`config.mk`:
```
export PLATFORM = sky130hd
export DESIGN_NAME = rmmn_fifo
export DESIGN_NICKNAME = d
export VERILOG_FILES = /design/src/hw/rtl/rmmn_pkg.sv /design/src/hw/rtl/rmmn_fifo.sv
export SDC_FILE = /design/constraint.sdc
export NUM_CORES = 1
export LEC_CHECK = 0
export BUFFER_PORTS_ARGS = -buffer_cell sky130_fd_sc_hd__buf_2
export CORE_MARGIN = 2
export CORE_UTILIZATION = 55
export DETAILED_ROUTE_END_ITERATION = 7
export GPL_ROUTABILITY_DRIVEN = 1
export PLACE_DENSITY_LB_ADDON = 0.3
export SLEW_MARGIN = 20
export SYNTH_ARGS = -nofsm -noshare
export SYNTH_HDL_FRONTEND = slang
export SYNTH_SLANG_ARGS = --single-unit
export TNS_END_PERCENT = 1
```
`constraint.sdc`:
```
create_clock -name aclk -period 11.94 [get_ports aclk]
set_clock_uncertainty 0.05 [all_clocks]
set_input_delay 2.388 -clock aclk [delete_from_list [all_inputs] [get_ports aclk]]
set_output_delay 2.388 -clock aclk [all_outputs]
set_load 0.1 [all_outputs]
```
`src/hw/rtl/rmmn_pkg.sv`:
```
// Shared types, constants and helpers for the min/max normalize block.
// No dependencies; imported by every rmmn_* module and the top level.
`timescale 1ns / 1ps
`default_nettype none

package rmmn_pkg;

    localparam int FRAC_BITS = 16;
    localparam int DATA_W    = 32;

    // source range must exceed THRESH, 0.0001 in Q16.16 rounded down to 6 raw units
    localparam int THRESH = (1 << FRAC_BITS) / 10000;

    // divider: |target range| << FRAC_BITS over a 32-bit source range
    localparam int NUM_W     = DATA_W + FRAC_BITS;
    localparam int DEN_W     = DATA_W;
    localparam int DIV_CNT_W = $clog2(NUM_W + 1);

    // (33-bit difference) * (32-bit scale), plus one bit for the offset add
    localparam int DIFF_W = DATA_W + 1;
    localparam int PROD_W = DIFF_W + DATA_W;
    localparam int SAT_W  = PROD_W + 1;

    localparam int QDEPTH = 4;
    localparam int QAW    = $clog2(QDEPTH);

    localparam logic [DATA_W-1:0] MIN_RESET = {1'b0, {(DATA_W-1){1'b1}}};
    localparam logic [DATA_W-1:0] MAX_RESET = {1'b1, {(DATA_W-1){1'b0}}};
    localparam logic [DATA_W-1:0] LOW_RESET = '0;
    localparam logic [DATA_W-1:0] HIGH_RESET = DATA_W'(1 << FRAC_BITS);

    localparam int CFG_IDX_W = 1;
    localparam logic [CFG_IDX_W-1:0] REG_TARGET_LOW  = 1'b0;
    localparam logic [CFG_IDX_W-1:0] REG_TARGET_HIGH = 1'b1;

    localparam logic ACT_MEASURE = 1'b0;
    localparam logic ACT_APPLY   = 1'b1;
    localparam logic KIND_STATS  = 1'b0;
    localparam logic KIND_PIXEL  = 1'b1;

    // queue entry between front and back
    typedef struct packed {
        logic              is_pixel;
        logic [DATA_W-1:0] red;
        logic [DATA_W-1:0] green;
        logic [DATA_W-1:0] blue;
        logic [DATA_W-1:0] alpha;
        logic [DATA_W-1:0] min_v;   // running min at the time of the item
        logic [DATA_W-1:0] max_v;   // stats entries only
    } rmmn_entry_t;

    typedef struct packed {
        logic              kind;
        logic              skipped;
        logic [DATA_W-1:0] red;
        logic [DATA_W-1:0] green;
        logic [DATA_W-1:0] blue;
        logic [DATA_W-1:0] alpha;
        logic [DATA_W-1:0] min_v;
        logic [DATA_W-1:0] max_v;
    } rmmn_result_t;

    // clamp a wide signed value into 32 signed bits
    function automatic logic [DATA_W-1:0] sat32(input logic signed [SAT_W-1:0] v);
        logic same;
        same = (&v[SAT_W-1:DATA_W-1]) | ~(|v[SAT_W-1:DATA_W-1]);
        if (same)
            return v[DATA_W-1:0];
        else if (v[SAT_W-1])
            return MAX_RESET;
        else
            return MIN_RESET;
    endfunction

endpackage

`default_nettype wire

```
`src/hw/rtl/rmmn_fifo.sv`:
```
// Short queue of work entries between front and back end.
// Depends on rmmn_pkg for the entry type and depth.
`timescale 1ns / 1ps
`default_nettype none

module rmmn_fifo (
    input  wire logic                  aclk,
    input  wire logic                  aresetn,
    input  wire logic                  push,
    input  rmmn_pkg::rmmn_entry_t      push_entry,
    output logic                       full,
    input  wire logic                  pop,
    output logic                       head_valid,
    output rmmn_pkg::rmmn_entry_t      head_entry
);
    import rmmn_pkg::*;

    rmmn_entry_t     slot_reg [QDEPTH];
    logic [QAW-1:0]  wr_ptr_reg, rd_ptr_reg;
    logic [QAW:0]    count_reg, count_next;

    assign full       = (count_reg == (QAW+1)'(QDEPTH));
    assign head_valid = (count_reg != '0);
    assign head_entry = slot_reg[rd_ptr_reg];

    always_comb begin
        count_next = count_reg;
        if (push && !pop)
            count_next = count_reg + 1'b1;
        else if (pop && !push)
            count_next = count_reg - 1'b1;
    end

    always_ff @(posedge aclk) begin
        if (push)
            slot_reg[wr_ptr_reg] <= push_entry;
    end

    always_ff @(posedge aclk) begin
        if (!aresetn) begin
            wr_ptr_reg <= '0;
            rd_ptr_reg <= '0;
            count_reg  <= '0;
        end else begin
            if (push)
                wr_ptr_reg <= wr_ptr_reg + 1'b1;
            if (pop)
                rd_ptr_reg <= rd_ptr_reg + 1'b1;
            count_reg <= count_next;
        end
    end

endmodule

`default_nettype wire

```
**After elaboration in Yosys (flattened, before gate mapping)**

Memories as Yosys holds them, arrays and structs flattened. A register that Yosys moved wholly into a read port is not among the register bits.
Cells that the tools add are included.

- Flip-flop bits (word level): 7
- Latch bits: 0
- Bits in writable memories: 772
- Bits in read-only memories: 0
- Bits of input ports: 197
- Output and inout port bits: 195
- Logic and storage cells: 21
- Memories kept: 1

Memory list:

| name | depth | width | rd ports | clocked after memory_dff | wr ports | RTL line | text |
|---|---|---|---|---|---|---|---|
| slot_reg | 4 | 193 | 1 | 1 | 1 | rmmn_fifo.sv:18 | `rmmn_entry_t slot_reg [QDEPTH];` |

- $add $sub $neg: 4
- $mul: 0
- Div/mod/pow operators: 0
- Magnitude comparators: 0
- Equal/unequal tests: 1
- Shift operators: 0
- Multiplexer cells: 6
- Bitwise gates (word level): 0
- Reductions and logical operators: 6

Operators by type and width:

| kind | count |
|---|---|
| two-way mux 3 bit | 2 |
| adder 2 x 1 -> 2 bit (second input constant) | 2 |
| two-way mux 2 bit | 2 |
| adder 3 x 1 -> 3 bit (second input constant) | 1 |
| equality test 3 bit (second input constant) | 1 |
| nonzero test 3 bit | 1 |
| subtractor 3 x 1 -> 3 bit (second input constant) | 1 |
| logical AND 1 bit | 2 |
| zero test 1 bit | 2 |
| two-way mux 1 bit | 2 |
| nonzero test 2 bit | 1 |

**Longest topological paths before layout**

- Depth after elaboration: 4
- Gate-level depth with buffers: 7
- Mapped depth without buffers: 7

**Least setup slack after synthesis**

OpenSTA, ideal clock, no wires.

- Path type: input port to flip-flop
- Start point: in push
- End point: mem slot_reg[0][0] (netlist name), enable pin
- Setup time: 0.576 ns
- Arrival time: 6.770 ns
- Data required time: 11.314 ns
- Slack: 4.544 ns
- Stages on the path: 1
- Buffers on the path: 0
- Cells stage by stage: and2_1

- Cells in the longest elaborated chain, start to end: 2

Ends and longest elaborated chain:

| what | RTL line | text |
|---|---|---|
| from (decl) | rmmn_fifo.sv:9 | `input wire logic push,` |
| two-way mux 1 bit | rmmn_fifo.sv:35 | `if (push)` |
| two-way mux 1 bit (not written as such) | rmmn_fifo.sv:36 | `slot_reg[wr_ptr_reg] <= push_entry;` |
| to (decl) | rmmn_fifo.sv:18 |  |

No other way between the ends.

==> impl_metrics.tcl <==
set metrics [dict create \
    dr_total_vias 12800 \
    wl_per_cell_um 24.5 \
    clk_pin_slew_ps 60 \
    n_fill_cell 3312 \
    post-route-util 0.653 \
    rr_startpoint "wr_ptr_reg[0]" \
    dieArea_um2 53700 \
    critPathCaptureType "primary output" \
    rows 83 \
    gp_congestion 0.766 \
    grt_max_degree 109 \
    multiInputGateArea_um2 4770 \
    drc 0 \
    power.density_nw_per_um2 201 \
    largest_reg_flops 772 \
    cts-buffers-inserted 76 \
    first_pass_iters 5 \
    synth.top_cells.by_area "edfxtp_1 (81%), mux4_2 (12%), mux4_1 (3.9%), dfxtp_1 (0.63%), buf_12 (0.49%)" \
    hold_viol 0 \
    required_ps 9500 \
    clock_latency_ps 600 \
    synth_seq_cells 781 \
    via_per_inst 5.71 \
    ctsHoldBuffers 0 \
    period_minus_slack_ps 5990 \
    htree_levels 3 \
    vdd.ir_drop.worst_mv 0.130 \
    path_max_fanout 57 \
    area.sequential_um2 23400 \
    synthesis.area_um2 28500 \
    setup_viol 0 \
    antenna_found_initial 11 \
    final_net_count 1698 \
    power_w 0.00672 \
    place_area_um2 31100 \
    tightest_slew_ps 1000 \
    syn-num-nets 1254 \
    post-route-cell-area_um2 33500 \
    die_h_um 232 \
    start_util 0.556 \
    cts_root_buffer "clkbuf_16" \
    start_kind "flip-flop" \
    grt_pass1_vias 13300 \
    status "complete, no violations" \
    setup_slack_ps 5950 \
    synth_top_cell_area_share 0.812 \
    worstHoldStart "count_reg[2]" \
    wl_um 54800 \
    cts.path.max_buffers 3 \
    cts.sinks 781 \
    worstPathArrival_ps 3560 \
    io_buffers 391 \
    synthCells 1051 \
    max-slew-margin-rel 0.330 \
    max-cap-violations 0 \
    cts_tree "done" \
    area_growth_pct 17.4 \
    tns_ps 0 \
    cts_resized 0 \
    io_pins 392 \
    hold_path.class "reg2reg" \
    ys_types 23 \
    path_class "reg2out" \
    grt_pass1_wl_um 81300 \
    pre_cts_slack_ps 6500 \
    ys_warn_count 0 \
    synth.largest_area_cell "edfxtp_1" \
    fin_crit_sh 0.502 \
    clock.fmax_ghz 0.167 \
    rsz0062_at_grt "false" \
    ys_seq_area_frac 0.819 \
    p_leak_nw 11.3 \
    drive_above_1_share 0.432 \
    grt.overflow.total 0 \
    drt_iter0_drc 900 \
    grt_usage 0.204 \
    ant_nets 0 \
    coreArea_um2 51300 \
    finalMaxSlewViolations 0 \
    chipWidth_um 232 \
    post-cts-setup-buffer-count 0 \
    syn-mean-instance-area_um2 27.1 \
    dpl.hpwl_um 31800 \
]
-- per-layer routing --
layer  wire length [um]  vias to the layer above  GRT usage
li1                   -                     5500          -
met5                 73                        -          0
met4                952                       12     0.0625
met1              21700                     6696      0.278
met3               4620                       78     0.0562
met2              27500                      480      0.328
-- critical path: stages (launching register included) --
cell	delay (ps)
dfxtp_4	670
buf_4	610
buf_4	800
mux4_2	350
buf_2	450
-- cell families (layout without fill, tap and decap cells) --
kind of cell               Yosys count  after routing  synth area share
xor gates and xnor gates             5              5           0.00154
other                                0              6                 0
AOI/OAI and AO/OA                    2              2          0.000438
buffers and inverters               47            544            0.0146
and+or+nand+nor                     15             15           0.00324
adders and majority gates            6              6           0.00289
DFF                                781            781             0.819
muxes                              195            195             0.159
-- synth_stat cells, drive strengths merged --
cell    number
edfxtp     772
mux4       193
buf         41
and2         9
dfxtp        9
ha           5
inv          4
xor2         3
clkbuf       2
mux2i        2
nor2b        2
or3          2
xnor2        2
a21boi       1
fa           1
nand2        1
nor3b        1
o21ai        1
-- path summary, 6_finish.rpt --
| check | end | slack [ps] | depth (start not counted) |
|---|---|---|---|
| worst min register to register | count_reg[2] | 470 | 2 |
| worst max-delay path | head_entry[56] | 5950 | 4 |
| worst max register to register | slot_reg[2][167] | 8800 | 5 |
| worst min-delay path | count_reg[2] | 470 | 2 |
-- stage by stage --
stage | hold slack (ps) | instances
floorplan | 417 | 1051
global placement | 430 | 2096
detailed placement | 459 | 2096
CTS | 467 | 2227
global route | 518 | 2229
finish | 465 | 2234
-- where the power goes --
| group | switching, W | internal (W) |
|---|---|---|
| sequential | 0.0000377 | 0.00315 |
| clock | 0.000944 | 0.00132 |
| combinational | 0.00101 | 0.000247 |
| total | 0.00199 | 0.00473 |
-- layout by cell type (no fill, tap or decap), drive strengths merged --
| master | synthesis | routed |
|---|---|---|
| buf | 41 | 409 |
| nand2 | 1 | 1 |
| dfxtp | 9 | 9 |
| ha | 5 | 5 |
| bufinv | 0 | 5 |
| xor2 | 3 | 3 |
| nor2b | 2 | 2 |
| edfxtp | 772 | 772 |
| fa | 1 | 1 |
| inv | 4 | 5 |
| clkinv | 0 | 25 |
| clkbuf | 2 | 98 |
| nor3b | 1 | 1 |
| clkinvlp | 0 | 2 |
| a21boi | 1 | 1 |
| o21ai | 1 | 1 |
| or3 | 2 | 2 |
| and2 | 9 | 9 |
| xnor2 | 2 | 2 |
| mux2i | 2 | 2 |
| mux4 | 193 | 193 |
| diode | 0 | 6 |
-- area by class of cell --
class,instances,share of cell area
multi-input cells,223,0.142
flip-flops and latches,781,0.698
clock inverters,33,0.00848
repair buffers,409,0.0634
diodes,6,0.000448
well taps,680,0.0254
inverters,4,0.000448
clock buffers,98,0.0618
Note: power is estimated with default switching activity, not from simulation.
