`config.mk`:
```
export PLATFORM = sky130hd
export DESIGN_NAME = rmmn_front
export DESIGN_NICKNAME = d
export VERILOG_FILES = /design/src/hw/rtl/rmmn_pkg.sv /design/src/hw/rtl/rmmn_front.sv
export SDC_FILE = /design/constraint.sdc
export NUM_CORES = 1
export LEC_CHECK = 0
export BUFFER_PORTS_ARGS = -buffer_cell sky130_fd_sc_hd__clkbuf_2
export CORE_MARGIN = 10
export CORE_UTILIZATION = 50
export CTS_CLUSTER_SIZE = 8
export DETAILED_ROUTE_END_ITERATION = 10
export PLACE_DENSITY = 0.92
export SYNTH_ARGS = -nofsm -noshare
export SYNTH_HDL_FRONTEND = slang
export SYNTH_SLANG_ARGS = --single-unit
```
`constraint.sdc`:
```
create_clock -name aclk -period 20.9 [get_ports aclk]
set_input_delay 4.18 -clock aclk [delete_from_list [all_inputs] [get_ports aclk]]
set_output_delay 4.18 -clock aclk [all_outputs]
set_load 0.05 [all_outputs]
```
`src/hw/rtl/rmmn_pkg.sv`:
```
// Shared types, constants and helpers for the min/max normalize block.
// No dependencies; imported by every rmmn_* module and the top level.
`timescale 1ns / 1ps
`default_nettype none

package rmmn_pkg;

    localparam int FRAC_BITS = 16;
    localparam int DATA_W    = 32;

    // source range must exceed THRESH, 0.0001 in Q16.16 rounded down to 6 raw units
    localparam int THRESH = (1 << FRAC_BITS) / 10000;

    // divider: |target range| << FRAC_BITS over a 32-bit source range
    localparam int NUM_W     = DATA_W + FRAC_BITS;
    localparam int DEN_W     = DATA_W;
    localparam int DIV_CNT_W = $clog2(NUM_W + 1);

    // (33-bit difference) * (32-bit scale), plus one bit for the offset add
    localparam int DIFF_W = DATA_W + 1;
    localparam int PROD_W = DIFF_W + DATA_W;
    localparam int SAT_W  = PROD_W + 1;

    localparam int QDEPTH = 4;
    localparam int QAW    = $clog2(QDEPTH);

    localparam logic [DATA_W-1:0] MIN_RESET = {1'b0, {(DATA_W-1){1'b1}}};
    localparam logic [DATA_W-1:0] MAX_RESET = {1'b1, {(DATA_W-1){1'b0}}};
    localparam logic [DATA_W-1:0] LOW_RESET = '0;
    localparam logic [DATA_W-1:0] HIGH_RESET = DATA_W'(1 << FRAC_BITS);

    localparam int CFG_IDX_W = 1;
    localparam logic [CFG_IDX_W-1:0] REG_TARGET_LOW  = 1'b0;
    localparam logic [CFG_IDX_W-1:0] REG_TARGET_HIGH = 1'b1;

    localparam logic ACT_MEASURE = 1'b0;
    localparam logic ACT_APPLY   = 1'b1;
    localparam logic KIND_STATS  = 1'b0;
    localparam logic KIND_PIXEL  = 1'b1;

    // queue entry between front and back
    typedef struct packed {
        logic              is_pixel;
        logic [DATA_W-1:0] red;
        logic [DATA_W-1:0] green;
        logic [DATA_W-1:0] blue;
        logic [DATA_W-1:0] alpha;
        logic [DATA_W-1:0] min_v;   // running min at the time of the item
        logic [DATA_W-1:0] max_v;   // stats entries only
    } rmmn_entry_t;

    typedef struct packed {
        logic              kind;
        logic              skipped;
        logic [DATA_W-1:0] red;
        logic [DATA_W-1:0] green;
        logic [DATA_W-1:0] blue;
        logic [DATA_W-1:0] alpha;
        logic [DATA_W-1:0] min_v;
        logic [DATA_W-1:0] max_v;
    } rmmn_result_t;

    // clamp a wide signed value into 32 signed bits
    function automatic logic [DATA_W-1:0] sat32(input logic signed [SAT_W-1:0] v);
        logic same;
        same = (&v[SAT_W-1:DATA_W-1]) | ~(|v[SAT_W-1:DATA_W-1]);
        if (same)
            return v[DATA_W-1:0];
        else if (v[SAT_W-1])
            return MAX_RESET;
        else
            return MIN_RESET;
    endfunction

endpackage

`default_nettype wire

```
`src/hw/rtl/rmmn_front.sv`:
```
// Front end: takes pixel transfers, folds measure pixels into the running
// min/max and queues stats and apply work. Depends on rmmn_pkg.
`timescale 1ns / 1ps
`default_nettype none

module rmmn_front (
    input  wire logic                       aclk,
    input  wire logic                       aresetn,
    input  wire logic                       in_valid,
    output logic                            in_ready,
    input  wire logic                       action,
    input  wire logic [rmmn_pkg::DATA_W-1:0] red_in,
    input  wire logic [rmmn_pkg::DATA_W-1:0] green_in,
    input  wire logic [rmmn_pkg::DATA_W-1:0] blue_in,
    input  wire logic [rmmn_pkg::DATA_W-1:0] alpha_in,
    input  wire logic                       first_pixel,
    input  wire logic                       last_pixel,
    input  wire logic                       q_full,
    output logic                            q_push,
    output rmmn_pkg::rmmn_entry_t           q_entry
);
    import rmmn_pkg::*;

    logic [DATA_W-1:0] run_min_reg, run_min_next;
    logic [DATA_W-1:0] run_max_reg, run_max_next;
    logic [DATA_W-1:0] base_min, base_max;
    logic [DATA_W-1:0] lo_rg, hi_rg, lo_rgb, hi_rgb;
    logic              accept;

    assign in_ready = !q_full;
    assign accept   = in_valid && in_ready;

    always_comb begin
        base_min = first_pixel ? MIN_RESET : run_min_reg;
        base_max = first_pixel ? MAX_RESET : run_max_reg;

        lo_rg  = ($signed(red_in) < $signed(green_in)) ? red_in : green_in;
        hi_rg  = ($signed(red_in) > $signed(green_in)) ? red_in : green_in;
        lo_rgb = ($signed(blue_in) < $signed(lo_rg)) ? blue_in : lo_rg;
        hi_rgb = ($signed(blue_in) > $signed(hi_rg)) ? blue_in : hi_rg;

        run_min_next = run_min_reg;
        run_max_next = run_max_reg;
        if (accept && action == ACT_MEASURE) begin
            run_min_next = ($signed(lo_rgb) < $signed(base_min)) ? lo_rgb : base_min;
            run_max_next = ($signed(hi_rgb) > $signed(base_max)) ? hi_rgb : base_max;
        end

        q_push = accept && (action == ACT_APPLY || last_pixel);
        q_entry.is_pixel = (action == ACT_APPLY);
        if (action == ACT_APPLY) begin
            q_entry.red   = red_in;
            q_entry.green = green_in;
            q_entry.blue  = blue_in;
            q_entry.alpha = alpha_in;
            q_entry.min_v = run_min_reg;
            q_entry.max_v = '0;
        end else begin
            q_entry.red   = '0;
            q_entry.green = '0;
            q_entry.blue  = '0;
            q_entry.alpha = '0;
            q_entry.min_v = run_min_next;
            q_entry.max_v = run_max_next;
        end
    end

    always_ff @(posedge aclk) begin
        if (!aresetn) begin
            run_min_reg <= MIN_RESET;
            run_max_reg <= MAX_RESET;
        end else begin
            run_min_reg <= run_min_next;
            run_max_reg <= run_max_next;
        end
    end

endmodule

`default_nettype wire

```
# [Word level (Yosys, flattened, before mapping)]
# Index checks and enable logic that the tools add are counted.
[word_totals] ff_bits=64 input_bits=135 output_inout_bits=195
[op_classes] magnitude_cmp=6 n_mux=11 bitwise_logic=1 n_reduce_logical=5
[ops] op="2-to-1 mux 32 bit" n=10
[ops] op="2-to-1 mux 192 bit" n=1
[ops] op="greater-than comparator 32 bit" n=3
[ops] op="less-than comparator 32 bit" n=3
[ops] op="logical AND 1 bit" n=3
[ops] op="logical NOT 1 bit" n=1
[ops] op="logical OR 1 bit" n=1
[ops] op="NOT 1 bit" n=1

# [Logic depth before layout (Yosys ltp)]
# Gate-level depths: netlist (run 1).
[logic_depth] ltp_word=8 mapped_depth=35 ltp_nobuf=31

# [Worst setup path before layout (run 1)]
# No wires, ideal clock.
[synth_timing] path_type="input -> output" startpoint="input port green_in[14] (netlist bit)" endpoint="output port q_entry[31] (netlist bit)" arrival_time_ns=11.986 required_ns=16.720 setup_slack_ns=4.734 cell_stages=31 path_buffers=2 path_cell_list="inv_1 ha_1 a21oi_1 nand2_1 a221o_1 o31a_1 o211ai_2 clkbuf_1 mux2i_1 ha_1 a211oi_1 o21ai_0 a2111oi_0 o22ai_1 nor4_1 mux2i_1 and3_1 o22ai_2 buf_4 mux2i_1 ha_1 a21o_1 a21o_1 a2111oi_0 o31ai_1 a221oi_1 o21a_1 a21oi_1 o21ai_0 a21oi_1 a211oi_1"
[synth_lines] item="start: declaration" line="rmmn_front.sv:13" source="input wire logic [rmmn_pkg::DATA_W-1:0] green_in,"
[synth_lines] item="end: declaration" line="rmmn_front.sv:20" source="output rmmn_pkg::rmmn_entry_t q_entry"

==> flow_summary_export.csv, run 1 <==
group,metric,value,unit
run_status,outcome,"finished clean",
sta,setup_violations,0,
cts,cts_inserted_buffers,9,
pwr,pwr-share-clk,20.5,%
cts,clock_path_buffers,2,
cts,cts_setup_buffers,0,
detailed_routing,drtIter0Drc,1048,
sta,slew_viol_final,0,
yosys,synth_compound_area_share,26.34,%
cells_and_area,fin_nets,1804,
pwr,power_leakage,0.005918,uW
sta,hold_viol,0,
worst_setup_path,max_stage_delay,0.96,ns
sta,setup-tns-final,0,ns
pwr,switching_power,434.0,uW
detailed_routing,wl_per_cell,20.58,um
yosys,ys_ff_latch,64,
yosys,yosys.area_share.simple,23.70,%
cts,cts_tree,"done",
pwr,vdd_drop_max,0.05713,mV
place,io_buffers,329,
worst_setup_path,start_kind,"input pin",
worst_setup_path,r2r_slack,16.70,ns
global_route,grt_pass1_vias,9983,
cts,clkTransAtPathRegs,0.07,ns
min_path,min-delay-start,"run_max_reg[11]",
place,finalWeightedCongestion,0.9850,
worst_setup_path,critPathKind,"in2out",
floorplanning,fp-row-count,49,
detailed_routing,num_vias,10500,
cells_and_area,drive_gt1_share,24.65,%
detailed_routing,vias_per_cell,6.011,
yosys,synth.area.top_cells,"ha_1, dfxtp_1, and2_1",
yosys,synth_warnings,0,
cells_and_area,fin_util,62.89,%
yosys,yosys-top-cells-count,"ha_1, and2_1, inv_1, nor2_1, nand2_1",
yosys,muxShareOfSynthArea,7.264,%
yosys,synthesis.nets,1525,
worst_setup_path,end_kind,"primary output",
worst_setup_path,cpMaxStageDelayCell,"a2111oi_4",
cts,cts.sinks,64,
sta,period_share,85.09,%
worst_setup_path,worstReg2RegStart,"run_min_reg[2]",
worst_setup_path,timing.critical_path.mode_cell,"o21ai_0",
floorplanning,die_w,156.1,um
global_route,grt_pass1_wl,53.87,mm
cts,cts_hold_buf,0,
pwr,p_int,402.3,uW
sta,rsz0062_at_grt,"false",
yosys,synth-seq-area-share,13.83,%
yosys,synthCells,1233,
floorplanning,die-area,24380,um2
yosys,synth_edf_count,0,
sta,fmax,56.23,MHz
yosys,synth_most_common_cell,"ha_1",
floorplanning,die_y,156.1,um
yosys,avgSynthCellArea,7.515,um2
detailed_routing,drt.antenna.violating_nets,0,
cts,cts_max_level,3,
min_path,hold_class,"reg2reg",
yosys,yosysUniqueCellTypes,61,
yosys,synth_top_family_by_area,"compound AO/OA/AOI/OAI gates",
global_route,grt_usage,27.37,%
global_route,overflow,0,
global_route,antenna_found_initial,1,
floorplanning,core_region_area,18090,um2
pwr,p_comb_share,62.9,%
place,hpwl,29.46,mm
pwr,p_per_area,73.52,nW/um2
cells_and_area,n_fill_cell,1605,
yosys,synthArstFlopShare,0,%
global_route,grt_max_degree,105,
pwr,power,836.3,uW
pwr,seq_power_share,16.7,%
job,drv_cap,0,
worst_setup_path,worst-endpoint-required,16.72,ns
floorplanning,ioPinCount,330,
sta,holdWs,0.5003,ns
worst_setup_path,crit_fanout,44,
cts,clk_latency,0.35,ns
sta,slew_headroom,24.66,%
yosys,synth_area,9266,um2
floorplanning,start_util,51.23,%
yosys,yosysTopAreaCell,"ha_1",
cells_and_area,syn_to_final_growth,22.75,%
cts,root_buffer,"clkbuf_16",
yosys,synth_fa_ha_area_share,21.20,%
cts,post_cts_resized,0,
sta,clock_skew,0.008504,ns
detailed_routing,wirelength,35.96,mm
sta,worst_pin_slew,1.130,ns
yosys,synth-main-ff-cell,"dfxtp_1",
pwr,sw_frac_of_total,51.90,%
sta,fin_crit,17.78,ns
yosys,synth-xor-area-share,0.09452,%
detailed_routing,drc,0,
worst_setup_path,crit_path_start,"green_in[7]",
detailed_routing,first_pass_iters,5,
yosys,synth_top_area_share,21.20,%
worst_setup_path,critPathArrivalTime,13.60,ns
==> metal layers <==
layer,part of all wire [%],wire (um),global-route usage (%),up-vias
li1,-,-,-,5005
met1,39,14190,32.99,4831
met2,46,16660,45.86,579
met3,11,3811,6.203,86
met4,3.6,1305,11.51,0
met5,0,0,0,-
==> per-stage QoR <==
| step | cell area, um2 | worst slack [ns] | std cells |
|---|---|---|---|
| floorplan | 9266 | 4.734 | 1233 |
| global placement | 11040 | 3.561 | 1730 |
| detailed placement | 11040 | 3.331 | 1730 |
| CTS | 11370 | 3.319 | 1746 |
| global route | 11370 | 2.335 | 1747 |
| finish | 11370 | 3.116 | 1747 |
==> critical path: cells and delay by family <==
kind            cells  cell delay [ns]
compound gates     21             5.66
fa+ha+maj           3             0.91
buf+inv             7             1.90
mux                 1             0.47
simple gates        3             0.43
==> cell usage in the layout, fill, tap and decap left out, types with 63 or more instances in the layout <==
cell	instances
clkbuf_2	328
ha_1	157
and2_1	130
inv_1	106
nor2_1	90
nand2_1	87
a21oi_1	72
mux2i_1	65
dfxtp_1	64
a22o_1	63
==> power by group through the flow <==
stage                     clock (uW)  combinational [uW]  sequential (uW)
after detailed placement           0                 514              141
after CTS                        170                 517              139
final                            171                 526              139
after global placement             0                 502              141
after floorplan                    0                 371              139
after global routing             175                 568              140
==> cells by family (layout without fill, tap and decap cells) <==
family,Yosys count,in the layout
and+or+nand+nor,424,424
DFF,64,64
AOI/OAI and AO/OA,339,339
buffers and inverters,181,465
other,0,1
adders and majority gates,157,157
xor gates and xnor gates,1,1
muxes,67,67
==> final cells by class <==
class	count	area (um2)	share of cell area, %
well taps	229	286.5	2.519
repair buffers	342	1744	15.33
clock buffers	9	225.2	1.980
clock inverters	7	102.6	0.9020
flip-flops and latches	64	1281	11.26
inverters	107	401.6	3.531
diodes	1	2.502	0.02200
multi-input cells	988	7331	64.45
==> worst paths after layout <==
| check | to | depth (start not counted) |
|---|---|---|
| worst max-delay path | q_entry[43] | 35 |
| worst min-delay path | run_max_reg[11] | 1 |
| worst max register to register | run_min_reg[10] | 13 |
| worst min register to register | run_max_reg[11] | 1 |
Note: power is estimated with default switching activity, not from simulation.
==> run 2: changes to the inputs <==
--- a/config.mk
+++ b/config.mk
@@ -8,6 +8,7 @@
 export BUFFER_PORTS_ARGS = -buffer_cell sky130_fd_sc_hd__clkbuf_2
 export CORE_MARGIN = 10
 export CORE_UTILIZATION = 50
+export CTS_BUF_LIST = sky130_fd_sc_hd__clkbuf_16
 export CTS_CLUSTER_SIZE = 8
 export DETAILED_ROUTE_END_ITERATION = 10
 export PLACE_DENSITY = 0.92
==> constraint.sdc (replaced) <==
create_clock -name aclk -period 20.3 [get_ports aclk]
set_input_delay 4.06 -clock aclk [delete_from_list [all_inputs] [get_ports aclk]]
set_output_delay 4.06 -clock aclk [all_outputs]
set_load 0.05 [all_outputs]
==> flow_summary_export.csv, run 2 (same netlist as run 1, synthesis figures left out) <==
group,metric,value,unit
cells_and_area,drive_gt1_share,24.65,%
detailed_routing,wirelength,36.00,mm
min_path,hold_class,"reg2reg",
cells_and_area,syn_to_final_growth,22.75,%
detailed_routing,route.met3.wl,3.342,mm
detailed_routing,wl_met1,14.55,mm
worst_setup_path,start_kind,"input pin",
worst_setup_path,cpMaxStageDelayCell,"a2111oi_4",
cells_and_area,fin_nets,1804,
floorplanning,die_w,156.1,um
run_status,outcome,"finished clean",
cts,root_buffer,"clkbuf_16",
cts,clk_latency,0.35,ns
floorplanning,fp-row-count,49,
sta,fmax,57.10,MHz
global_route,overflow,0,
job,drv_cap,0,
detailed_routing,drt.antenna.violating_nets,0,
pwr,vdd_drop_max,0.05205,mV
sta,setup_violations,0,
global_route,antenna_found_initial,1,
worst_setup_path,worst-path-buf-inv,7,
global_route,grt_usage,27.67,%
pwr,power,858.1,uW
sta,slew_headroom,22.81,%
floorplanning,core_region_area,18090,um2
worst_setup_path,max_stage_delay,0.85,ns
detailed_routing,num_vias,10490,
sta,setup-tns-final,0,ns
sta,rsz0062_at_grt,"false",
worst_setup_path,cp_top_family,"compound AO/OA/AOI/OAI gates",
sta,fin_crit,17.51,ns
place,io_buffers,329,
sta,clock_skew,0.008019,ns
floorplanning,start_util,51.23,%
place,hpwl,29.58,mm
worst_setup_path,end_kind,"primary output",
place,finalWeightedCongestion,0.9795,
sta,period_share,86.27,%
worst_setup_path,timing.critical_path.mode_cell,"o21ai_0",
cts,cts.sinks,64,
cts,clock_path_buffers,2,
cts,cts_max_level,3,
global_route,grt_pass1_wl,54.52,mm
worst_setup_path,crit_fanout,48,
worst_setup_path,critPathArrivalTime,13.45,ns
detailed_routing,wl_met2,16.61,mm
global_route,grt_max_degree,105,
cells_and_area,n_fill_cell,1610,
floorplanning,die_y,156.1,um
floorplanning,ioPinCount,330,
worst_setup_path,worst-endpoint-required,16.24,ns
cts,cts_setup_buffers,0,
worst_setup_path,critPathKind,"in2out",
cts,post_cts_resized,0,
detailed_routing,routed.top_layer,"met4",
detailed_routing,wl_per_cell,20.61,um
cells_and_area,mostFrequentLayoutCells,"clkbuf_2, ha_1, and2_1",
detailed_routing,first_pass_iters,5,
sta,slew_viol_final,0,
detailed_routing,vias_per_cell,6.005,
detailed_routing,drc,0,
floorplanning,die-area,24380,um2
pwr,power_leakage,0.005918,uW
cts,cts_hold_buf,0,
sta,worst_pin_slew,1.155,ns
cts,cts_inserted_buffers,9,
cts,clkTransAtPathRegs,0.06,ns
pwr,p_per_area,75.44,nW/um2
cts,cts_tree,"done",
cells_and_area,mostFrequentLayoutCell,"clkbuf_2",
global_route,grt_pass1_vias,10110,
detailed_routing,drtIter0Drc,992,
sta,hold_viol,0,
==> run 2: changes by cell type in the layout (fill, tap and decap cells not counted) <==
cell	delta
clkinv_4	+1
inv_6	-1
==> run 2: metrics by stage <==
step | instances | hold WS (ns) | setup slack (ns) | area, um2 | utilization, %
floorplan | 1233 | 0.4575 | 4.374 | 9266 | -
global placement | 1730 | 0.4758 | 3.311 | 11040 | 61.07
detailed placement | 1730 | 0.4858 | 3.003 | 11040 | 61.07
global route | 1746 | 0.5105 | 2.072 | 11370 | 62.88
finish | 1747 | 0.5040 | 2.787 | 11370 | 62.89
CTS | 1746 | 0.5014 | 2.956 | 11370 | 62.88
==> run 2: power by group <==
group          total (uW)  switching, uW  internal [uW]
Combinational         541            372            169
Clock                 174           65.0            109
Sequential            143           8.15            135
==> run 2: layout make-up <==
cell class / instances / area [um2] / area share (%)
inverters: 107 / 401.6 / 3.531
clock inverters: 7 / 102.6 / 0.9020
well taps: 229 / 286.5 / 2.519
diodes: 1 / 2.502 / 0.02200
clock buffers: 9 / 225.2 / 1.980
flip-flops and latches: 64 / 1281 / 11.26
multi-input cells: 988 / 7331 / 64.45
repair buffers: 342 / 1744 / 15.33
==> run 2: metal layers <==
metal,GRT usage [%],vias up
met2,45.88,547
met5,0,-
met3,6.066,98
met4,12.54,0
met1,33.54,4834
li1,-,5011
==> run 2: worst reg2reg max path, cell delays in order (launching register included) <==
cell,delay [ns]
dfxtp_1,0.36
nand2_1,0.07
ha_1,0.31
a21o_1,0.19
a21o_1,0.18
a2111oi_0,0.40
o31ai_1,0.15
a221oi_1,0.45
o21a_1,0.23
a21oi_1,0.13
nor3_2,0.17
buf_4,0.37
and2_0,0.44
buf_4,0.38
a22o_1,0.22
==> run 2: final timing paths <==
check | end | depth (start not counted) | slack (ns) | startpoint
setup / recovery | q_entry[42] | 35 | 2.79 | green_in[21]
hold / removal | run_max_reg[30] | 1 | 0.50 | run_max_reg[30]
setup reg to reg | run_max_reg[22] | 14 | 16.19 | run_max_reg[9]
hold reg to reg | run_max_reg[30] | 1 | 0.50 | run_max_reg[30]
