File: config.mk
export PLATFORM = sky130hd
export DESIGN_NAME = rmmn_back
export DESIGN_NICKNAME = d
export VERILOG_FILES = /design/src/hw/rtl/rmmn_pkg.sv /design/src/hw/rtl/rmmn_divider.sv /design/src/hw/rtl/rmmn_back.sv
export SDC_FILE = /design/constraint.sdc
export NUM_CORES = 2
export LEC_CHECK = 0
export ABC_AREA = 1
export BUFFER_PORTS_ARGS = -buffer_cell sky130_fd_sc_hd__buf_2
export CORE_MARGIN = 5
export CORE_UTILIZATION = 55
export CTS_BUF_LIST = sky130_fd_sc_hd__clkbuf_4 sky130_fd_sc_hd__clkbuf_8 sky130_fd_sc_hd__clkbuf_16
export DETAILED_ROUTE_END_ITERATION = 12
export PLACE_DENSITY = 0.73
export SLEW_MARGIN = 20
export SYNTH_ARGS = -nofsm -noshare
export SYNTH_HDL_FRONTEND = slang
export SYNTH_SLANG_ARGS = --single-unit
File: constraint.sdc
create_clock -name aclk -period 57.4 [get_ports aclk]
set_clock_uncertainty 0.05 [all_clocks]
set_input_delay 17.22 -clock aclk [delete_from_list [all_inputs] [get_ports aclk]]
set_output_delay 17.22 -clock aclk [all_outputs]
set_load 0.01 [all_outputs]
File: src/hw/rtl/rmmn_pkg.sv
// Shared types, constants and helpers for the min/max normalize block.
// No dependencies; imported by every rmmn_* module and the top level.
`timescale 1ns / 1ps
`default_nettype none

package rmmn_pkg;

    localparam int FRAC_BITS = 16;
    localparam int DATA_W    = 32;

    // source range must exceed THRESH, 0.0001 in Q16.16 rounded down to 6 raw units
    localparam int THRESH = (1 << FRAC_BITS) / 10000;

    // divider: |target range| << FRAC_BITS over a 32-bit source range
    localparam int NUM_W     = DATA_W + FRAC_BITS;
    localparam int DEN_W     = DATA_W;
    localparam int DIV_CNT_W = $clog2(NUM_W + 1);

    // (33-bit difference) * (32-bit scale), plus one bit for the offset add
    localparam int DIFF_W = DATA_W + 1;
    localparam int PROD_W = DIFF_W + DATA_W;
    localparam int SAT_W  = PROD_W + 1;

    localparam int QDEPTH = 4;
    localparam int QAW    = $clog2(QDEPTH);

    localparam logic [DATA_W-1:0] MIN_RESET = {1'b0, {(DATA_W-1){1'b1}}};
    localparam logic [DATA_W-1:0] MAX_RESET = {1'b1, {(DATA_W-1){1'b0}}};
    localparam logic [DATA_W-1:0] LOW_RESET = '0;
    localparam logic [DATA_W-1:0] HIGH_RESET = DATA_W'(1 << FRAC_BITS);

    localparam int CFG_IDX_W = 1;
    localparam logic [CFG_IDX_W-1:0] REG_TARGET_LOW  = 1'b0;
    localparam logic [CFG_IDX_W-1:0] REG_TARGET_HIGH = 1'b1;

    localparam logic ACT_MEASURE = 1'b0;
    localparam logic ACT_APPLY   = 1'b1;
    localparam logic KIND_STATS  = 1'b0;
    localparam logic KIND_PIXEL  = 1'b1;

    // queue entry between front and back
    typedef struct packed {
        logic              is_pixel;
        logic [DATA_W-1:0] red;
        logic [DATA_W-1:0] green;
        logic [DATA_W-1:0] blue;
        logic [DATA_W-1:0] alpha;
        logic [DATA_W-1:0] min_v;   // running min at the time of the item
        logic [DATA_W-1:0] max_v;   // stats entries only
    } rmmn_entry_t;

    typedef struct packed {
        logic              kind;
        logic              skipped;
        logic [DATA_W-1:0] red;
        logic [DATA_W-1:0] green;
        logic [DATA_W-1:0] blue;
        logic [DATA_W-1:0] alpha;
        logic [DATA_W-1:0] min_v;
        logic [DATA_W-1:0] max_v;
    } rmmn_result_t;

    // clamp a wide signed value into 32 signed bits
    function automatic logic [DATA_W-1:0] sat32(input logic signed [SAT_W-1:0] v);
        logic same;
        same = (&v[SAT_W-1:DATA_W-1]) | ~(|v[SAT_W-1:DATA_W-1]);
        if (same)
            return v[DATA_W-1:0];
        else if (v[SAT_W-1])
            return MAX_RESET;
        else
            return MIN_RESET;
    endfunction

endpackage

`default_nettype wire

File: src/hw/rtl/rmmn_divider.sv
// Restoring divider, one quotient bit per cycle, for the scale factor.
// Unsigned magnitudes only; sign handled by the caller. Depends on rmmn_pkg.
`timescale 1ns / 1ps
`default_nettype none

module rmmn_divider (
    input  wire logic                        aclk,
    input  wire logic                        aresetn,
    input  wire logic                        start,
    input  wire logic [rmmn_pkg::NUM_W-1:0]  dividend,
    input  wire logic [rmmn_pkg::DEN_W-1:0]  divisor,
    output logic                             done,
    output logic [rmmn_pkg::NUM_W-1:0]       quotient
);
    import rmmn_pkg::*;

    logic                 busy_reg;
    logic                 done_reg;
    logic [DIV_CNT_W-1:0] cnt_reg;
    logic [DEN_W-1:0]     rem_reg;
    logic [DEN_W-1:0]     den_reg;
    logic [NUM_W-1:0]     quo_reg;
    logic [DEN_W:0]       trial;
    logic                 fits;

    assign trial    = {rem_reg, quo_reg[NUM_W-1]};
    assign fits     = (trial >= {1'b0, den_reg});
    assign done     = done_reg;
    assign quotient = quo_reg;

    always_ff @(posedge aclk) begin
        if (start) begin
            quo_reg <= dividend;
            rem_reg <= '0;
            den_reg <= divisor;
        end else if (busy_reg) begin
            rem_reg <= fits ? DEN_W'(trial - {1'b0, den_reg}) : trial[DEN_W-1:0];
            quo_reg <= {quo_reg[NUM_W-2:0], fits};
        end
    end

    always_ff @(posedge aclk) begin
        if (!aresetn) begin
            busy_reg <= 1'b0;
            done_reg <= 1'b0;
            cnt_reg  <= '0;
        end else begin
            done_reg <= 1'b0;
            if (start) begin
                busy_reg <= 1'b1;
                cnt_reg  <= '0;
            end else if (busy_reg) begin
                cnt_reg <= cnt_reg + 1'b1;
                if (cnt_reg == DIV_CNT_W'(NUM_W - 1)) begin
                    busy_reg <= 1'b0;
                    done_reg <= 1'b1;
                end
            end
        end
    end

endmodule

`default_nettype wire

File: src/hw/rtl/rmmn_back.sv
// Back end: works off queued entries one at a time, computes the scale,
// maps colour channels and holds the result register. Holds the target
// registers. Depends on rmmn_pkg and rmmn_divider.
`timescale 1ns / 1ps
`default_nettype none

module rmmn_back (
    input  wire logic                          aclk,
    input  wire logic                          aresetn,
    input  wire logic                          cfg_we,
    input  wire logic [rmmn_pkg::CFG_IDX_W-1:0] cfg_index,
    input  wire logic [rmmn_pkg::DATA_W-1:0]   cfg_wdata,
    input  wire logic                          q_valid,
    input  rmmn_pkg::rmmn_entry_t              q_head,
    output logic                               q_pop,
    output logic                               out_valid,
    input  wire logic                          out_ready,
    output rmmn_pkg::rmmn_result_t             out_result
);
    import rmmn_pkg::*;

    typedef enum logic [1:0] {ST_IDLE, ST_DIVIDE, ST_MAP} state_t;

    state_t                    state_reg, state_next;
    logic [DATA_W-1:0]         tgt_low_reg, tgt_high_reg;
    logic signed [DATA_W-1:0]  scale_reg, scale_next;
    logic                      range_ok_reg, range_ok_next;
    logic                      neg_reg, neg_next;
    rmmn_entry_t               cur_reg, cur_next;
    logic [2:0]                cnt_reg, cnt_next;
    logic signed [DIFF_W-1:0]  d_reg, d_next;
    logic signed [PROD_W-1:0]  prod_reg, prod_next;
    logic [2:0][DATA_W-1:0]    res_reg, res_next;
    logic                      out_valid_reg, out_valid_next;
    rmmn_result_t              out_reg, out_next;

    logic                      div_start, div_done;
    logic [NUM_W-1:0]          div_quo;
    logic [NUM_W-1:0]          div_num;
    logic signed [DIFF_W-1:0]  src_w, tr_w, tr_mag;
    logic signed [SAT_W-1:0]   q_ext, mapped;
    logic [DATA_W-1:0]         chan;
    logic                      load;

    rmmn_divider u_div (
        .aclk     (aclk),
        .aresetn  (aresetn),
        .start    (div_start),
        .dividend (div_num),
        .divisor  (src_w[DEN_W-1:0]),
        .done     (div_done),
        .quotient (div_quo)
    );

    assign out_valid  = out_valid_reg;
    assign out_result = out_reg;

    always_comb begin
        src_w  = $signed({q_head.max_v[DATA_W-1], q_head.max_v})
               - $signed({q_head.min_v[DATA_W-1], q_head.min_v});
        tr_w   = $signed({tgt_high_reg[DATA_W-1], tgt_high_reg})
               - $signed({tgt_low_reg[DATA_W-1], tgt_low_reg});
        tr_mag = tr_w[DIFF_W-1] ? -tr_w : tr_w;
        div_num = {tr_mag[DATA_W-1:0], {FRAC_BITS{1'b0}}};

        q_ext = $signed(SAT_W'(div_quo));
        if (neg_reg)
            q_ext = -q_ext;

        mapped = SAT_W'(prod_reg >>> FRAC_BITS) + SAT_W'($signed(tgt_low_reg));

        unique case (cnt_reg[1:0])
            2'd0:    chan = cur_reg.red;
            2'd1:    chan = cur_reg.green;
            default: chan = cur_reg.blue;
        endcase
    end

    always_comb begin
        state_next    = state_reg;
        scale_next    = scale_reg;
        range_ok_next = range_ok_reg;
        neg_next      = neg_reg;
        cur_next      = cur_reg;
        cnt_next      = cnt_reg;
        d_next        = d_reg;
        prod_next     = prod_reg;
        res_next      = res_reg;
        out_next      = out_reg;
        q_pop         = 1'b0;
        div_start     = 1'b0;
        load          = 1'b0;

        unique case (state_reg)
            ST_IDLE: begin
                if (q_valid && (!out_valid_reg || out_ready)) begin
                    q_pop    = 1'b1;
                    cur_next = q_head;
                    if (!q_head.is_pixel) begin
                        range_ok_next = (src_w > $signed(DIFF_W'(THRESH)));
                        if (range_ok_next) begin
                            div_start  = 1'b1;
                            neg_next   = tr_w[DIFF_W-1];
                            state_next = ST_DIVIDE;
                        end else begin
                            scale_next       = '0;
                            load             = 1'b1;
                            out_next         = '0;
                            out_next.kind    = KIND_STATS;
                            out_next.skipped = 1'b1;
                            out_next.min_v   = q_head.min_v;
                            out_next.max_v   = q_head.max_v;
                        end
                    end else if (range_ok_reg) begin
                        cnt_next   = '0;
                        state_next = ST_MAP;
                    end else begin
                        // nothing to stretch against: pass the pixel through
                        load             = 1'b1;
                        out_next         = '0;
                        out_next.kind    = KIND_PIXEL;
                        out_next.skipped = 1'b1;
                        out_next.red     = q_head.red;
                        out_next.green   = q_head.green;
                        out_next.blue    = q_head.blue;
                        out_next.alpha   = q_head.alpha;
                    end
                end
            end
            ST_DIVIDE: begin
                if (div_done) begin
                    scale_next       = $signed(sat32(q_ext));
                    load             = 1'b1;
                    out_next         = '0;
                    out_next.kind    = KIND_STATS;
                    out_next.skipped = 1'b0;
                    out_next.min_v   = cur_reg.min_v;
                    out_next.max_v   = cur_reg.max_v;
                    state_next       = ST_IDLE;
                end
            end
            ST_MAP: begin
                // three-stage walk over R, G, B: subtract, multiply, shift/add/clamp
                cnt_next = cnt_reg + 1'b1;
                if (cnt_reg < 3'd3)
                    d_next = $signed({chan[DATA_W-1], chan})
                           - $signed({cur_reg.min_v[DATA_W-1], cur_reg.min_v});
                if (cnt_reg >= 3'd1 && cnt_reg <= 3'd3)
                    prod_next = d_reg * scale_reg;
                if (cnt_reg >= 3'd2 && cnt_reg <= 3'd4)
                    res_next[2'(cnt_reg - 3'd2)] = sat32(mapped);
                if (cnt_reg == 3'd5) begin
                    load             = 1'b1;
                    out_next         = '0;
                    out_next.kind    = KIND_PIXEL;
                    out_next.skipped = 1'b0;
                    out_next.red     = res_reg[0];
                    out_next.green   = res_reg[1];
                    out_next.blue    = res_reg[2];
                    out_next.alpha   = cur_reg.alpha;
                    state_next       = ST_IDLE;
                end
            end
            default: state_next = ST_IDLE;
        endcase

        out_valid_next = load || (out_valid_reg && !out_ready);
    end

    always_ff @(posedge aclk) begin
        cur_reg  <= cur_next;
        cnt_reg  <= cnt_next;
        d_reg    <= d_next;
        prod_reg <= prod_next;
        res_reg  <= res_next;
        out_reg  <= out_next;
        neg_reg  <= neg_next;
    end

    always_ff @(posedge aclk) begin
        if (!aresetn) begin
            state_reg     <= ST_IDLE;
            scale_reg     <= '0;
            range_ok_reg  <= 1'b0;
            out_valid_reg <= 1'b0;
            tgt_low_reg   <= LOW_RESET;
            tgt_high_reg  <= HIGH_RESET;
        end else begin
            state_reg     <= state_next;
            scale_reg     <= scale_next;
            range_ok_reg  <= range_ok_next;
            out_valid_reg <= out_valid_next;
            if (cfg_we) begin
                unique case (cfg_index)
                    REG_TARGET_LOW:  tgt_low_reg  <= cfg_wdata;
                    REG_TARGET_HIGH: tgt_high_reg <= cfg_wdata;
                    default: ;
                endcase
            end
        end
    end

`ifndef SYNTHESIS
    a_map_needs_range: assert property (@(posedge aclk) disable iff (!aresetn)
        state_reg == ST_MAP |-> range_ok_reg)
        else $error("channel mapping without a valid source range");

    a_busy_no_result: assert property (@(posedge aclk) disable iff (!aresetn)
        state_reg != ST_IDLE |-> !out_valid_reg)
        else $error("result register occupied while an entry is in work");

    a_scale_zero: assert property (@(posedge aclk) disable iff (!aresetn)
        !range_ok_reg |-> scale_reg == '0)
        else $error("scale left nonzero with range flagged too small");

    a_div_ends_idle: assert property (@(posedge aclk) disable iff (!aresetn)
        (state_reg == ST_DIVIDE && div_done) |=> (state_reg == ST_IDLE && out_valid_reg))
        else $error("divide finished without a stats transfer");
`endif

endmodule

`default_nettype wire

* Word level (Yosys, flattened, before mapping)
Index checks and enable logic that the tools add are counted.
** Word-level totals
- Flip-flop bits (word level) :: 804
- Bits of input ports :: 231
- Output and inout port bits :: 196
** Cells by class
- Add/subtract/negate cells :: 10
- Multipliers :: 1
- Magnitude comparators :: 9
- Equal/unequal tests :: 16
- Multiplexer cells :: 55
- Bitwise operators :: 8
- Reduce and logical (&&, ||, !) cells :: 33
** Operator list (count)
- $mux 194 :: 6
- $pmux 194 s3 :: 1
- $mux 32 :: 13
- $pmux 32 s2 :: 2
- $sub 32x32->33 :: 3
- $bwmux 96 :: 1
- $mux 48 :: 2
- $reduce_and 35->1 :: 2
- $reduce_or 35->1 :: 2
- $mux 66 :: 1
- $neg 48->66 :: 1
- $mul 33x32->65 :: 1
- $demux 32 s2 :: 1
- $add 49x32->50 :: 1
- $ge 33x32->1 :: 1
- $gt 33x4->1 const B :: 1
- $neg 32->32 :: 1
- $sub 32x32->32 :: 1
- $mux 1 :: 16
- $mux 2 :: 6
- $ne 2x2->1 const B :: 6
- $ne 3x3->1 const B :: 4
- $reduce_and 2->1 :: 6
- $reduce_and 5->1 :: 2
- 32 further kinds :: 51

* Depth between registers and ports, before layout
- Word-level depth :: 8
- Gate-level depth with buffers :: 32

* By module
From an unflattened synthesis, not the netlist that was laid out.
** Second synthesis, totals
- Cell total of the unflattened synthesis :: 10344
- Area, all modules :: 83819.1 sq um
** By module, submodules not included
- rmmn_back :: times used 1, cells an instance 9278, area each 76269.4 sq um, seq. area each 19058.3 sq um
- rmmn_divider :: times used 1, cells an instance 1066, area each 7549.7 sq um, seq. area each 3203.1 sq um

* Worst setup path after synthesis
OpenSTA, ideal clock, no wires.
- Path kind :: input -> output
- Start point :: input out_ready
- End point :: output q_pop
- Data arrival time :: 25545 ps
- Required time :: 40130 ps
- Path slack :: 14585 ps
- Cell stages on the path :: 4
- Path buffers :: 0
- Cells stage by stage :: inv_1 > nand2_1 > nand2_1 > nor2_1
** On the way
- Word-level cells in the longest chain between the ends :: 4
** Ends and longest elaborated chain
- from (decl) :: line rmmn_back.sv:17 : input wire logic out_ready,
- $logic_or 1x1->1 :: line rmmn_back.sv:96 : if (q_valid && (!out_valid_reg || out_ready)) begin
- $logic_and 1x1->1 :: line rmmn_back.sv:96
- $mux 1 :: line rmmn_back.sv:96
- $mux 1 :: line rmmn_back.sv:94 : unique case (state_reg)
- to (decl) :: line rmmn_back.sv:15 : output logic q_pop,
No other way between the ends.

* Worst setup path in the final report
Ends and elaborated chain as after synthesis.

==> impl_metrics.csv <==
group,metric,value,unit
drt,ant_nets,0,
sta,setup_tns,0,ns
drt,vias,68300,
logic_synthesis,syn_area_per_cell,8.210,um2
global_routing,grt.busiest_layer,"met2",
critical_path,start_kind,"primary input",
logic_synthesis,synth_cells,10040,
drt,drtIter0Drc,6001,
critical_path,critical_path_class,"in -> out",
global_routing,grtUsageMet2,52.98,%
sta,rsz0062_at_grt,"false",
global_routing,grt_max_degree,132,
place,io_buffers,426,
drt,drt-pass1-iter-count,8,
floorplan,core-area,0.1494,mm2
drt,finalWirelength,261.2,mm
cts,cts_tree,"done",
critical_path,crit_slowest_cell,"buf_4",
place,place_congestion,0.9679,
drt,drc,0,
cts,cts-resized-gates,0,
global_routing,grt_pass1_vias,70200,
cts,ctsHtreeMaxLevel,3,
cts,cts_num_sinks,788,
drt,wire_per_inst,21.14,um
critical_path,crit_fanout,25,
critical_path,crit_arrival,18.40,ns
job,max_cap_viol_count,0,
critical_path,crit_path_end_kind,"output port",
worst_hold_path,hold_path_class,"reg -> reg",
global_routing,gr-total-overflow,0,
sta,finalMaxSlewViolations,0,
global_routing,grt_pass1_wl,406.3,mm
final_layout,drive_gt1_share,7.359,%
global_routing,grt.met3_usage,6.324,%
cts,cts_buffer_depth,3,
cts,clk-insertion-delay-late,0.75,ns
critical_path,cp.required,40.13,ns
sta,worst_pin_slew,1.151,ns
final_layout,largest_register_ffs,194,
logic_synthesis,seq_area_frac_synth,26.80,%
logic_synthesis,synth_cell_types,63,
sta,hold_viol_final,0,
sta,setup_viol,0,
sta,finalCritPeriodShare,62.14,%
logic_synthesis,synth_area,0.08246,mm2
logic_synthesis,yosysWarnings,0,
logic_synthesis,synth_seq_cells,788,
cts,cts-root-buf,"clkbuf_16",
global_routing,grt_antenna_before_repair,32,
critical_path,path_buf_inv,4,
floorplan,die_y,397.2,um
floorplan,die_x,397.2,um
drt,via_per_inst,5.526,
logic_synthesis,synth_nets,11760,
place,place_hpwl,207.1,mm
floorplan,dieArea,0.1578,mm2
sta,period_needed,35.67,ns
critical_path,r2r_slack,48.27,ns
global_routing,grt_usage,33.43,%
final_layout,area_growth_syn_to_layout,8.467,%
critical_path,slowest_delay,0.42,ns
sta,max_slew_margin,22.46,%
status,status,"complete, no violations",
cts,numCtsBuffers,86,
floorplan,num_rows,142,
sta,fmax,28.04,MHz
global_routing,grtUsageMet1,45.17,%
critical_path,cp_cell_sequence,"buf_2 > inv_1 > nand2_1 > nand2_1 > nor2_4 > buf_4 > buf_2",
floorplan,start_util,55.18,%
cts,post_cts_buffers,0,
final_layout,nets,11970,
cts,path_clk_slew,0.06,ns
floorplan,io_pins,427,
critical_path,path_delay_family,"buffers and inverters",
cts,holdBufCountCts,0,
final_layout,fillers,13280,
area by class of cell:
type                            instances  area, um2  share of cell area (%)
Sequential cell                       788      22110                   24.72
Inverter                             2277       8552                   9.562
Clock inverter                         54      695.7                  0.7778
Timing Repair Buffer                  525       2890                   3.232
Tap cell                             2016       2522                   2.820
Clock buffer                          106       2356                   2.634
Multi-Input combinational cell       6577      50280                   56.21
Antenna cell                           16      40.04                 0.04477
worst paths after layout:
path / from / endpoint / cells past startpoint
worst max-delay path: out_ready / q_pop / 7
worst min-delay path: tgt_high_reg[0]$_SDFFE_PN0P_ / tgt_high_reg[0]$_SDFFE_PN0P_ / 2
worst max register to register: scale_reg[5]$_SDFFE_PN0P_ / prod_reg[61]$_DFFE_PP_ / 27
worst min register to register: tgt_high_reg[0]$_SDFFE_PN0P_ / tgt_high_reg[0]$_SDFFE_PN0P_ / 2
stage by stage:
stage	area, um2	hold slack (ns)	utilization [%]	cells	setup slack, ns
2_1_floorplan	82460	0.3834	-	10040	14.59
3_3_place_gp	86340	0.4008	57.79	12180	21.60
3_5_place_dp	86350	0.4106	57.79	12180	21.69
4_1_cts	89400	0.4184	59.83	12340	21.69
5_1_grt	89410	0.4536	59.83	12350	21.69
6_report	89440	0.4177	59.86	12360	21.73
cell usage in the layout (no fill, tap or decap), types with 99 or more instances in the layout:
master and instances:
a21oi_1 438, buf_2 425, buf_4 99, dfxtp_1 152, edfxtp_1 632, fa_1 1116, ha_1 368, inv_1 2257
nand2_1 2461, nand3_1 564, nor2_1 666, o21ai_0 257, xor2_1 166
cells by family (layout without fill, tap and decap cells):
group           Yosys count  in the layout  synth area share [%]
other cells               0             16                     0
buf+inv                2678           2962                 12.33
xor+xnor                241            241                 2.560
fa+ha+maj              1487           1487                 32.72
simple gates           3903           3903                 19.25
flops                   788            788                 26.80
compound gates          946            946                 6.335
synth_stat cells, drive strengths merged:
library cell,count,area (um2)
xor2,166,1454
and2,5,31.28
a211o,1,8.760
o221ai,3,26.28
nor4,14,87.58
nor3b,3,27.52
a221oi,1,8.760
a22o,1,8.760
o22ai,55,344.1
nor4b,1,8.760
or2,13,81.33
o221a,2,22.52
a21oi,440,2206
o21ai,295,1488
o211ai,17,141.4
nand3b,7,52.55
a41oi,1,8.760
nand2,2470,9289
nand3,567,2853
fa,1116,22340
nand4,67,419.2
buf,81,414.1
and3,6,37.54
xnor2,75,656.9
a311o,1,10.01
clkinv,3,11.26
o2111ai,4,35.03
clkbuf,320,1202
o21bai,26,198.9
ha,371,4642
o41ai,1,8.760
edfxtp,632,18980
nor2,683,2599
a31oi,32,200.2
a2111oi,3,26.28
o31ai,4,30.03
nor3,67,385.4
inv,2274,8538
dfxtp,156,3123
a21o,17,127.6
o311ai,1,8.760
a211oi,1,7.510
o21a,20,150.1
a21boi,20,157.7
worst register-to-register path, delay by kind of cell, from the launching register on:
family,cells,cell delay [ns]
XOR/XNOR,1,0.49
AND/OR/NAND/NOR,7,1.37
adder cells (fa/ha/maj),9,4.90
flip-flops,1,0.31
buffers and inverters,10,1.80
routing by layer:
metal,vias to the layer above,wire length [um]
met3,609,23650
met4,28,14040
met2,3225,117700
met5,-,172
met1,33400,105600
li1,31040,-
Power is left out: the tool's default activity adds up to more than one toggle a clock period on the data nets, which glitch-free logic cannot reach.
